`src/hdl/hct_pkg.sv`:
```
// Shared types, register indexes and the period table of the console timer.
`timescale 1ns / 1ps
`default_nettype none

package hct_pkg;

  localparam int unsigned CyclesW = 8;
  localparam int unsigned CountW  = 8;
  localparam int unsigned PeriodW = 11;
  localparam int unsigned SelW    = 2;
  localparam int unsigned CfgIdxW = 2;
  localparam int unsigned CfgW    = 8;

  // Configuration register indexes
  localparam logic [CfgIdxW-1:0] CFG_TIMER_ENABLE = 2'd0;
  localparam logic [CfgIdxW-1:0] CFG_CLOCK_SELECT = 2'd1;
  localparam logic [CfgIdxW-1:0] CFG_RELOAD_VALUE = 2'd2;

  // Clock select codes
  localparam logic [SelW-1:0] SEL_1024 = 2'd0;
  localparam logic [SelW-1:0] SEL_16   = 2'd1;
  localparam logic [SelW-1:0] SEL_64   = 2'd2;
  localparam logic [SelW-1:0] SEL_256  = 2'd3;

  localparam logic [CountW-1:0] COUNT_MAX = 8'hFF;

  typedef struct packed {
    logic              enable;
    logic [SelW-1:0]   select;
    logic [CountW-1:0] reload;
  } hct_cfg_t;

  typedef struct packed {
    logic [PeriodW-1:0] period_left;
    logic [SelW-1:0]    seen_select;
  } hct_stat_t;

  function automatic logic [PeriodW-1:0] hct_period(input logic [SelW-1:0] sel);
    logic [PeriodW-1:0] p;
    p = 11'd1024;
    case (sel)
      SEL_1024: p = 11'd1024;
      SEL_16:   p = 11'd16;
      SEL_64:   p = 11'd64;
      SEL_256:  p = 11'd256;
      default:  p = 11'd1024;
    endcase
    return p;
  endfunction

endpackage

`default_nettype wire

```
`src/hdl/handheld_console_timer_top.sv`:
```
// Top level of the handheld console divider and timer block.
//
// Usage:
//   Slave stream: one transfer per retired instruction, tdata[7:0] holds the
//   machine cycles that instruction used. Master stream: one transfer per
//   input transfer with the divider value, timer value and overflow pulse
//   after that instruction.
//   Configuration: a plain write port (cfg_we_i, cfg_idx_i, cfg_data_i);
//   index 0 timer enable, 1 clock select, 2 reload value. Write only while
//   no transfer is in flight.
// Pipeline:
//   An accepted item waits in the input register; when the result register
//   is free, the state steps and the result register captures the result.
//   One item per clock is sustained while the receiver keeps up: the divider
//   add and the period compare/subtract fit in the single step.
// Reset:
//   rst_ni clears both stage valids, the configuration (timer off, select
//   1024, reload 0), the divider and timer counts, and presets the period
//   down-counter to 1024. No clearing pass is needed.
// Stall:
//   When m_axis_tready_i is low the result register holds; the input
//   register still takes one more item, then s_axis_tready_o drops.
`timescale 1ns / 1ps
`default_nettype none

module handheld_console_timer_top
  import hct_pkg::*;
(
  input  wire logic               clk_i,
  input  wire logic               rst_ni,
  // Configuration write port
  input  wire logic               cfg_we_i,
  input  wire logic [CfgIdxW-1:0] cfg_idx_i,
  input  wire logic [CfgW-1:0]    cfg_data_i,
  // Input stream
  input  wire logic               s_axis_tvalid_i,
  output logic                    s_axis_tready_o,
  input  wire logic [7:0]         s_axis_tdata_i,  // [7:0] elapsed_cycles
  // Result stream
  output logic                    m_axis_tvalid_o,
  input  wire logic               m_axis_tready_i,
  output logic      [23:0]        m_axis_tdata_o   // [7:0] div_value, [15:8] timer_value,
                                                   // [16] timer_irq, [23:17] zero
);

  hct_cfg_t           cfg_q;
  hct_stat_t          tmr_stat;
  logic               in_valid_q;
  logic [CyclesW-1:0] in_cycles_q;
  logic               out_valid_q;
  logic [CountW-1:0]  out_div_q, out_timer_q;
  logic               out_irq_q;
  logic               advance;
  logic [CountW-1:0]  div_d, timer_d;
  logic               irq_d;

  // Configuration registers; unknown index does nothing
  always_ff @(posedge clk_i or negedge rst_ni) begin
    if (!rst_ni) begin
      cfg_q.enable <= 1'b0;
      cfg_q.select <= SEL_1024;
      cfg_q.reload <= '0;
    end else if (cfg_we_i) begin
      unique case (cfg_idx_i)
        CFG_TIMER_ENABLE: cfg_q.enable <= cfg_data_i[0];
        CFG_CLOCK_SELECT: cfg_q.select <= cfg_data_i[SelW-1:0];
        CFG_RELOAD_VALUE: cfg_q.reload <= cfg_data_i[CountW-1:0];
        default: ;
      endcase
    end
  end

  // Move the held item into the result register when that slot frees up
  assign advance         = in_valid_q && (!out_valid_q || m_axis_tready_i);
  assign s_axis_tready_o = !in_valid_q || advance;

  always_ff @(posedge clk_i or negedge rst_ni) begin
    if (!rst_ni) begin
      in_valid_q <= 1'b0;
    end else if (s_axis_tready_o) begin
      in_valid_q <= s_axis_tvalid_i;
    end
  end

  always_ff @(posedge clk_i) begin
    if (s_axis_tready_o && s_axis_tvalid_i) begin
      in_cycles_q <= s_axis_tdata_i[CyclesW-1:0];
    end
  end

  // Step the divider and timer state once per item
  hct_div u_div (
    .clk_i    (clk_i),
    .rst_ni   (rst_ni),
    .step_i   (advance),
    .cycles_i (in_cycles_q),
    .div_d_o  (div_d)
  );

  hct_timer u_timer (
    .clk_i     (clk_i),
    .rst_ni    (rst_ni),
    .step_i    (advance),
    .cycles_i  (in_cycles_q),
    .cfg_i     (cfg_q),
    .timer_d_o (timer_d),
    .irq_o     (irq_d),
    .stat_o    (tmr_stat)
  );

  // Result register: hold while the receiver stalls
  always_ff @(posedge clk_i or negedge rst_ni) begin
    if (!rst_ni) begin
      out_valid_q <= 1'b0;
    end else if (!out_valid_q || m_axis_tready_i) begin
      out_valid_q <= in_valid_q;
    end
  end

  always_ff @(posedge clk_i) begin
    if (advance) begin
      out_div_q   <= div_d;
      out_timer_q <= timer_d;
      out_irq_q   <= irq_d;
    end
  end

  assign m_axis_tvalid_o = out_valid_q;
  assign m_axis_tdata_o  = {7'd0, out_irq_q, out_timer_q, out_div_q};

  // The period down-counter never rests at zero
  a_period_nonzero: assert property (@(posedge clk_i) disable iff (!rst_ni)
    tmr_stat.period_left != '0)
    else $error("period down-counter reached zero");

  // The period down-counter never exceeds the longest period
  a_period_bound: assert property (@(posedge clk_i) disable iff (!rst_ni)
    tmr_stat.period_left <= 11'd1024)
    else $error("period down-counter above longest period");

  // An overflow step leaves a full period for the select in use
  a_irq_reload: assert property (@(posedge clk_i) disable iff (!rst_ni)
    (advance && irq_d) |=> tmr_stat.period_left == hct_period(tmr_stat.seen_select))
    else $error("overflow did not reload the period");

  // A stalled result keeps the held input item in place
  a_input_holds: assert property (@(posedge clk_i) disable iff (!rst_ni)
    (in_valid_q && out_valid_q && !m_axis_tready_i) |=>
      (in_valid_q && $stable(in_cycles_q)))
    else $error("held input item lost during stall");

endmodule

`default_nettype wire

```
`src/hdl/hct_div.sv`:
```
// Free-running divider: cycle accumulator and 8-bit divider count.
`timescale 1ns / 1ps
`default_nettype none

module hct_div
  import hct_pkg::*;
(
  input  wire logic               clk_i,
  input  wire logic               rst_ni,
  input  wire logic               step_i,
  input  wire logic [CyclesW-1:0] cycles_i,
  output logic      [CountW-1:0]  div_d_o
);

  logic [CyclesW-1:0] accum_q, accum_d;
  logic [CountW-1:0]  count_q;
  logic [CyclesW:0]   sum;

  // Accumulator plus one item stays below 512: at most one carry per step
  always_comb begin
    sum     = {1'b0, accum_q} + {1'b0, cycles_i};
    accum_d = sum[CyclesW-1:0];
    div_d_o = count_q + {{(CountW-1){1'b0}}, sum[CyclesW]};
  end

  always_ff @(posedge clk_i or negedge rst_ni) begin
    if (!rst_ni) begin
      accum_q <= '0;
      count_q <= '0;
    end else if (step_i) begin
      accum_q <= accum_d;
      count_q <= div_d_o;
    end
  end

endmodule

`default_nettype wire

```
`src/hdl/hct_timer.sv`:
```
// Programmable timer: period down-counter, timer count and overflow pulse.
`timescale 1ns / 1ps
`default_nettype none

module hct_timer
  import hct_pkg::*;
(
  input  wire logic               clk_i,
  input  wire logic               rst_ni,
  input  wire logic               step_i,
  input  wire logic [CyclesW-1:0] cycles_i,
  input  wire hct_cfg_t           cfg_i,
  output logic      [CountW-1:0]  timer_d_o,
  output logic                    irq_o,
  output hct_stat_t               stat_o
);

  logic [PeriodW-1:0] period_q, period_d, period_base, cyc_ext;
  logic [CountW-1:0]  timer_q;
  logic [SelW-1:0]    seen_q;

  always_comb begin
    // Reload the down-counter when the select changed, even when disabled
    period_base = (cfg_i.select != seen_q) ? hct_period(cfg_i.select) : period_q;
    cyc_ext     = {{(PeriodW-CyclesW){1'b0}}, cycles_i};
    period_d    = period_base;
    timer_d_o   = timer_q;
    irq_o       = 1'b0;
    if (cfg_i.enable) begin
      if (period_base <= cyc_ext) begin
        // Drop any overshoot: one increment per step at most
        period_d = hct_period(cfg_i.select);
        if (timer_q == COUNT_MAX) begin
          timer_d_o = cfg_i.reload;
          irq_o     = 1'b1;
        end else begin
          timer_d_o = timer_q + 8'd1;
        end
      end else begin
        period_d = period_base - cyc_ext;
      end
    end
  end

  always_ff @(posedge clk_i or negedge rst_ni) begin
    if (!rst_ni) begin
      period_q <= 11'd1024;
      timer_q  <= '0;
      seen_q   <= SEL_1024;
    end else if (step_i) begin
      period_q <= period_d;
      timer_q  <= timer_d_o;
      seen_q   <= cfg_i.select;
    end
  end

  assign stat_o.period_left = period_q;
  assign stat_o.seen_select = seen_q;

endmodule

`default_nettype wire

```
`config.mk`:
```
export PLATFORM = sky130hd
export DESIGN_NAME = handheld_console_timer_top
export DESIGN_NICKNAME = d
export VERILOG_FILES = /design/src/hdl/hct_pkg.sv /design/src/hdl/handheld_console_timer_top.sv /design/src/hdl/hct_div.sv /design/src/hdl/hct_timer.sv
export SDC_FILE = /design/constraint.sdc
export NUM_CORES = 1
export LEC_CHECK = 0
export CORE_ASPECT_RATIO = 1.2
export CORE_MARGIN = 4
export CORE_UTILIZATION = 25
export CTS_BUF_LIST = sky130_fd_sc_hd__clkbuf_8
export DETAILED_ROUTE_END_ITERATION = 8
export DONT_BUFFER_PORTS = 1
export PLACE_DENSITY = 0.51
export SLEW_MARGIN = 20
export SYNTH_ARGS = -nofsm -noshare
export SYNTH_HDL_FRONTEND = slang
export SYNTH_HIERARCHICAL = 1
export SYNTH_SLANG_ARGS = --single-unit
```
`constraint.sdc`:
```
create_clock -name clk_i -period 3.2 [get_ports clk_i]
set_clock_uncertainty 0.1 [all_clocks]
set_input_delay 0.64 -clock clk_i [delete_from_list [all_inputs] [get_ports clk_i]]
set_output_delay 0.64 -clock clk_i [all_outputs]
set_load 0.02 [all_outputs]
```
Word-level counts from Yosys, hierarchy flattened

Index checks and enable logic that the tools add are counted.

Input port bits: 23
Flip-flop bits (word level): 75
Output and inout bits: 26
Logic and storage cells: 46

Add/subtract/negate cells: 4
Order comparisons: 1
Multiplexer cells: 8
Reductions and logical operators: 12
Equal/unequal tests: 7

Operators by type and width:

| cell                  | count |
|---|---|
| $pmux W11 S4          | 1 |
| $mux W11              | 3 |
| $mux W8               | 3 |
| $le A11 B8 Y1         | 1 |
| $sub A11 B8 Y11       | 1 |
| $add A8 B8 Y9         | 1 |
| $add A8 B1 Y8         | 1 |
| $add A8 B1 Y8 const B | 1 |
| $eq A8 B8 Y1 const B  | 1 |
| $reduce_and A2 Y1     | 4 |
| $eq A2 B2 Y1 const B  | 3 |
| $eq A2 B1 Y1 const B  | 2 |
| $logic_not A2 Y1      | 2 |
| $logic_and A1 B1 Y1   | 2 |
| $logic_not A1 Y1      | 2 |
| $logic_or A1 B1 Y1    | 2 |
| $ne A2 B2 Y1          | 1 |
| $mux W1               | 1 |

Longest topological paths before layout

Word-level depth: 6
Depth in mapped cells: 13
Gate-level depth less buffers: 11

Cells and area by module

The synthesis kept the hierarchy.

By module, submodules not included:

| module                     | area an instance (sq um) | cells an instance | sequential area each (sq um) | times used |
|---|---|---|---|---|
| hct_timer                  | 2,019.4                  | 244               | 526.8                        | 1 |
| handheld_console_timer_top | 1,337.5                  | 67                | 1,076.0                      | 1 |
| hct_div                    | 1,073.5                  | 102               | 400.4                        | 1 |

Least setup slack after synthesis

OpenSTA, ideal clock, no wires.

Path type: register to register
From: register u_timer.seen_q[1]
To: register out_timer_q[4] (data pin)
Path buffers: 2
Data required time: 2.838 ns
Stages on the path, launching flop included: 14
Period minus slack after synthesis: 3.447 ns
Arrival time: 3.085 ns
Library setup time: 0.262 ns
Path slack: -0.247 ns
Cell sequence: dfrtp_1 -> buf_2 -> xnor2_1 -> and3_1 -> clkbuf_1 -> nand2_1 -> o21ai_0 -> ha_1 -> nand4_1 -> or2_4 -> a221oi_4 -> o2111ai_2 -> nor2_1 -> mux2_1

Word-level cells in the longest chain between the ends: 5

RTL lines:

| element                | line                              | source |
|---|---|---|
| from (decl)            | hct_timer.sv:20                   | `logic [SelW-1:0] seen_q;` |
| from (signal assigned) | hct_timer.sv:53                   | `seen_q <= cfg_i.select;` |
| $ne A2 B2 Y1           | hct_timer.sv:24                   | `period_base = (cfg_i.select != seen_q) ? hct_period(cfg_i.select) : period_q;` |
| $mux W11               | hct_timer.sv:24                   |  |
| $le A11 B8 Y1          | hct_timer.sv:30                   | `if (period_base <= cyc_ext) begin` |
| $mux W8                | hct_timer.sv:30                   |  |
| $mux W8                | hct_timer.sv:29                   | `if (cfg_i.enable) begin` |
| net timer_d[4]         | handheld_console_timer_top.sv:54  | `logic [CountW-1:0] div_d, timer_d;` |
| to (signal assigned)   | handheld_console_timer_top.sv:123 | `out_timer_q <= timer_d;` |
| to (decl)              | handheld_console_timer_top.sv:51  | `logic [CountW-1:0] out_div_q, out_timer_q;` |

The timed path passes the listed nets, and every way through them passes these cells.
A chain may end at the register's enable or synchronous reset.

Final worst setup path

From: register cfg_q[8] (netlist name)
To: register out_timer_q[6] (data pin)

Word-level cells in the longest chain between the ends: 6
Elaborated cells on any way between the ends: 10
Those cells by class: 1 x order compare; 4 x eq/ne; 4 x mux; 1 x reduce/logical

RTL lines:

| element                                    | line                             | source |
|---|---|---|
| from (decl)                                | handheld_console_timer_top.sv:46 | `hct_cfg_t cfg_q;` |
| $eq A2 B2 Y1, or another cell as far along | hct_pkg.sv:41                    | `case (sel)` |
| $pmux W11 S4                               | hct_pkg.sv:41                    |  |
| $mux W11 (*)                               | hct_timer.sv:24                  |  |
| $le A11 B8 Y1 (*)                          | hct_timer.sv:30                  |  |
| $mux W8 (*)                                | hct_timer.sv:30                  |  |
| $mux W8 (*)                                | hct_timer.sv:29                  |  |
| net timer_d[6]                             | handheld_console_timer_top.sv:54 |  |

Mark *: on every way through the listed nets, which the timed path passes. The rest lies on a longest branch. The select of a mux whose other input is x is not followed.

==> impl_results.rst <==
.. list-table::
   :header-rows: 1

   * - Metric
     - Value
   * - DRC marker count from the first detailed-route iteration
     - 134
   * - Run status
     - complete, no violations
   * - Largest cells by area after synthesis
     - sky130_fd_sc_hd__dfrtp_1, sky130_fd_sc_hd__edfxtp_1, sky130_fd_sc_hd__mux2_2
   * - Number of hold violations in the final report
     - 0
   * - Layout Utilization
     - 0.319
   * - Delay contributed by the slowest stage of the critical path
     - 0.45 ns
   * - Area share of fa/ha/maj cells after synthesis
     - 0.0627
   * - Highest-delay cell along the critical path
     - sky130_fd_sc_hd__dfrtp_2
   * - Worst EP required
     - 3.23 ns
   * - Cell area after synthesis
     - 4430 um^2
   * - Gate power share
     - 0.481
   * - X dimension of the die
     - 130 um
   * - Number of buffers and inverters on the critical path
     - 1
   * - Max-capacitance violation count
     - 0
   * - Number of unique standard cell types used by synthesis
     - 73
   * - Leakage power figure
     - 2.27 nW
   * - Post-detailed-placement half-perimeter wirelength
     - 7.53 mm
   * - Share of async-settable or async-resettable flops after synthesis
     - 0.667
   * - Share of the clock period used by the worst path
     - 0.998
   * - Number of enable-type register cells in the synthesized netlist
     - 25
   * - Flip-flop and latch count after synthesis
     - 75
   * - Slew of the pin with the lowest slew margin
     - 0.597 ns
   * - Area growth, synth to finish
     - 25.5%
   * - Later-pin clock latency in the skew report
     - 0.37 ns
   * - Simple-gate portion of the synthesized area
     - 0.149
   * - Type of the tightest min-delay check
     - in2async
   * - Highest ir drop seen on vdd
     - 0.000315 V
   * - Main flop type after synthesis
     - sky130_fd_sc_hd__dfrtp_1
   * - Clock Pin Slew Worst Setup and Hold Paths
     - 0.08 ns
   * - Filler instances
     - 1772
   * - Post-layout total power
     - 4.33 mW
   * - Cell type with the largest total area after synthesis
     - sky130_fd_sc_hd__dfrtp_1
   * - Synth top cells by count
     - sky130_fd_sc_hd__dfrtp_1, sky130_fd_sc_hd__o21ai_0, sky130_fd_sc_hd__nand2_1, sky130_fd_sc_hd__edfxtp_1, sky130_fd_sc_hd__mux2_2
   * - FP Rows
     - 53
   * - Root Buffer
     - sky130_fd_sc_hd__clkbuf_8
   * - Number of buffers created by CTS
     - 9
   * - Total wirelength of the detailed-routed design
     - 10.6 mm
   * - Count of yosys warnings during synthesis
     - 6
   * - Vertical die dimension
     - 154 um
   * - Biggest fanout along the worst timing path
     - 7
   * - Mean Syn Cell Area
     - 10.7 um^2
   * - Area of the core
     - 17400 um^2
   * - Overall overflow remaining after global route
     - 0
   * - Parity-gate share of the synthesized area counting xor and xnor cells
     - 0.0415
   * - Endpoint class of the critical path
     - flip-flop
   * - Number of global-route vias before repair
     - 3404
   * - Clk sinks
     - 75
   * - Category of the worst setup path launch point
     - flip-flop
   * - Placer Congestion
     - 0.845
   * - Remaining antenna violation count
     - 0
   * - Synth Area in Compound Gates
     - 0.189
   * - Switching power
     - 1.64 mW
   * - Die Area
     - 19900 um^2
   * - TritonCTS clock tree
     - yes
   * - Sw Ratio
     - 0.378
   * - Share of Yosys cell area claimed by the top area cell type
     - 0.277
   * - Kind of critical path
     - reg2reg
   * - Data arrival time at the worst-slack endpoint
     - 3.22 ns
   * - Remaining design rule violation count
     - 0
   * - Share of total power in sequential cells
     - 0.356
   * - Average via count per standard cell
     - 4.80
   * - Avg WL per Cell
     - 15.1 um
   * - Detailed-router iteration count before antenna repair
     - 4
   * - Initial standard-cell utilization of the core
     - 0.254
   * - Total number of vias
     - 3363
   * - Power per Cell Area
     - 779 nW/um^2
   * - Summed negative setup slack over all endpoints
     - 0 ns
   * - Maximum buffer depth of the clock tree
     - 2
   * - Net total in the final layout
     - 520
   * - Most instantiated library cell after synthesis
     - sky130_fd_sc_hd__dfrtp_1
   * - Share of synthesized area occupied by flip-flops and latches
     - 0.452
   * - Unrepaired setup endpoints after global routing
     - true
   * - First-pass GRT wire length
     - 17.3 mm
   * - Largest net degree at the start of global routing
     - 51
   * - Cells after synthesis
     - 413
   * - Fin. max-slew vios
     - 0
   * - Antenna violations before repair
     - 0
   * - Fraction of layout cells with a size suffix above 1
     - 0.326
   * - Combinational family with the most area after synthesis
     - compound AO/OA/AOI/OAI gates
   * - Internal power
     - 2.69 mW
   * - Top cell by count, worst path
     - sky130_fd_sc_hd__or2_4
   * - Clock share of power
     - 0.163
   * - Relative slew margins
     - 0.602
   * - Post-route minimum period
     - 3.19 ns
   * - Number of antenna cells inserted
     - 0
   * - I/O pin count
     - 49
   * - Overall Global Routing Usage
     - 0.110
   * - Multiplexer fraction of the synthesized cell area
     - 0.0658
   * - Number of setup violations in the final report
     - 0
   * - Ordered list of cells on the worst path
     - buf_6 > nand2b_4 > o21ai_1 > and3_1 > or2_4 > ha_4 > nand4_1 > or2_4 > a221oi_4 > o2111ai_4 > nor2_2 > mux2_4
   * - CP delay by family, top
     - simple AND/OR/NAND/NOR gates
   * - Port Buffers
     - 0
   * - CTS H-tree lvls
     - 3
   * - Achievable frequency
     - 0.313 GHz
final timing paths:
check / start / cells past startpoint / slack (ns) / endpoint
min in group clk_i: s_axis_tdata_i[0] / 0 / 0.27 / in_cycles_q[0]
worst min-delay path: rst_ni / 1 / 0.01 / u_div/accum_q[6]
worst min register to register: u_timer/period_q[3] / 2 / 0.39 / u_timer/period_q[3]
max in group asynchronous: rst_ni / 1 / 2.68 / u_timer/period_q[10]
worst max register to register: cfg_q[8] / 12 / 0.007 / out_timer_q[6]
worst max-delay path: cfg_q[8] / 12 / 0.007 / out_timer_q[6]
per-stage QoR:
step / cells / worst slack [ns] / hold slack (ns) / cell area [um^2]
after detailed placement: 669 / -0.131 / 0.247 / 5030
after global placement: 669 / -0.0825 / 0.248 / 5030
final: 701 / 0.00709 / 0.0145 / 5560
after global routing: 701 / -0.116 / 0.0159 / 5560
after CTS: 688 / 0.0204 / 0.00193 / 5290
after floorplan: 419 / -0.103 / 0.244 / 4520
cells in the final DEF (no fill, tap or decap), drive strengths merged, types with 3 or more instances in the layout:
cell    count
o21ai      37
buf        65
nor2       18
a31oi       7
a21oi      19
nand3       9
nor3        4
mux2       25
nand4       5
nand2      32
o22ai       4
and2        8
nor2b       8
nand3b      5
or2         3
a21o        6
inv        17
xnor2      14
xor2        7
clkbuf     11
o211ai      6
ha         19
edfxtp     25
conb        7
nand2b     14
a211oi      4
dfrtp      49
o31ai       3
and3       10
registers in the layout, indices dropped and copies added (netlist names):
| signal | cells |
|---|---|
| m_axis_tvalid_o | 1 |
| out_irq_q | 1 |
| cfg_q | 11 |
| u_timer/seen_q | 2 |
| in_cycles_q | 8 |
| out_div_q | 8 |
| u_timer/period_q | 11 |
| u_div/count_q | 8 |
| out_timer_q | 8 |
| in_valid_q | 1 |
| u_timer/timer_q | 8 |
| u_div/accum_q | 8 |
cell families (layout without fill, tap and decap cells):
family / count (synthesis) / after routing
buffers and inverters: 34 / 96
muxes: 26 / 26
other: 1 / 7
adders and majority gates: 21 / 21
xor gates and xnor gates: 21 / 21
DFF: 75 / 75
and+or+nand+nor: 121 / 121
AOI/OAI and AO/OA: 114 / 114
power by group through the flow:
stage | clock, mW | sequential (mW) | combinational [mW]
6_report | 0.705 | 1.54 | 2.08
5_1_grt | 0.783 | 1.59 | 2.29
4_1_cts | 0.745 | 1.54 | 1.85
3_5_place_dp | 0 | 1.56 | 1.77
3_3_place_gp | 0 | 1.56 | 1.74
2_1_floorplan | 0 | 1.50 | 1.27
what timing repair did:
| item | in CTS | in global routing |
|---|---|---|
| buffers inserted | 2 | 13 |
| hold endpoints to repair | 50 | 0 |
| pin swaps | 1 | 20 |
| hold buffers | 1 | 0 |
| setup endpoints to repair | 27 | 37 |
| resized for setup | 5 | 48 |
worst register-to-register path: cells and delay by family, from the launching register on:
kind            cells  cell delay [ns]
simple gates        6             1.08
mux                 1             0.30
buf+inv             1             0.12
flops               1             0.45
fa+ha+maj           1             0.27
compound gates      3             0.63
layer usage:
layer  vias to the layer above  wire length [um]  track usage
met5                         -                 0            0
met4                         0               210       0.0416
met3                        22               508       0.0337
met2                        87              5280        0.180
met1                      1613              4570        0.135
li1                       1641                 -            -
final cells by class:
class	instances	area [um^2]	share of cell area
clock buffer	11	151	0.0272
clock inverter	5	35.0	0.00630
inverter	15	56.3	0.0101
multi-input combinational	310	2490	0.448
sequential	75	2010	0.361
tap	220	275	0.0495
timing repair buffer	65	543	0.0976
Note: power is estimated with default switching activity, not from simulation.
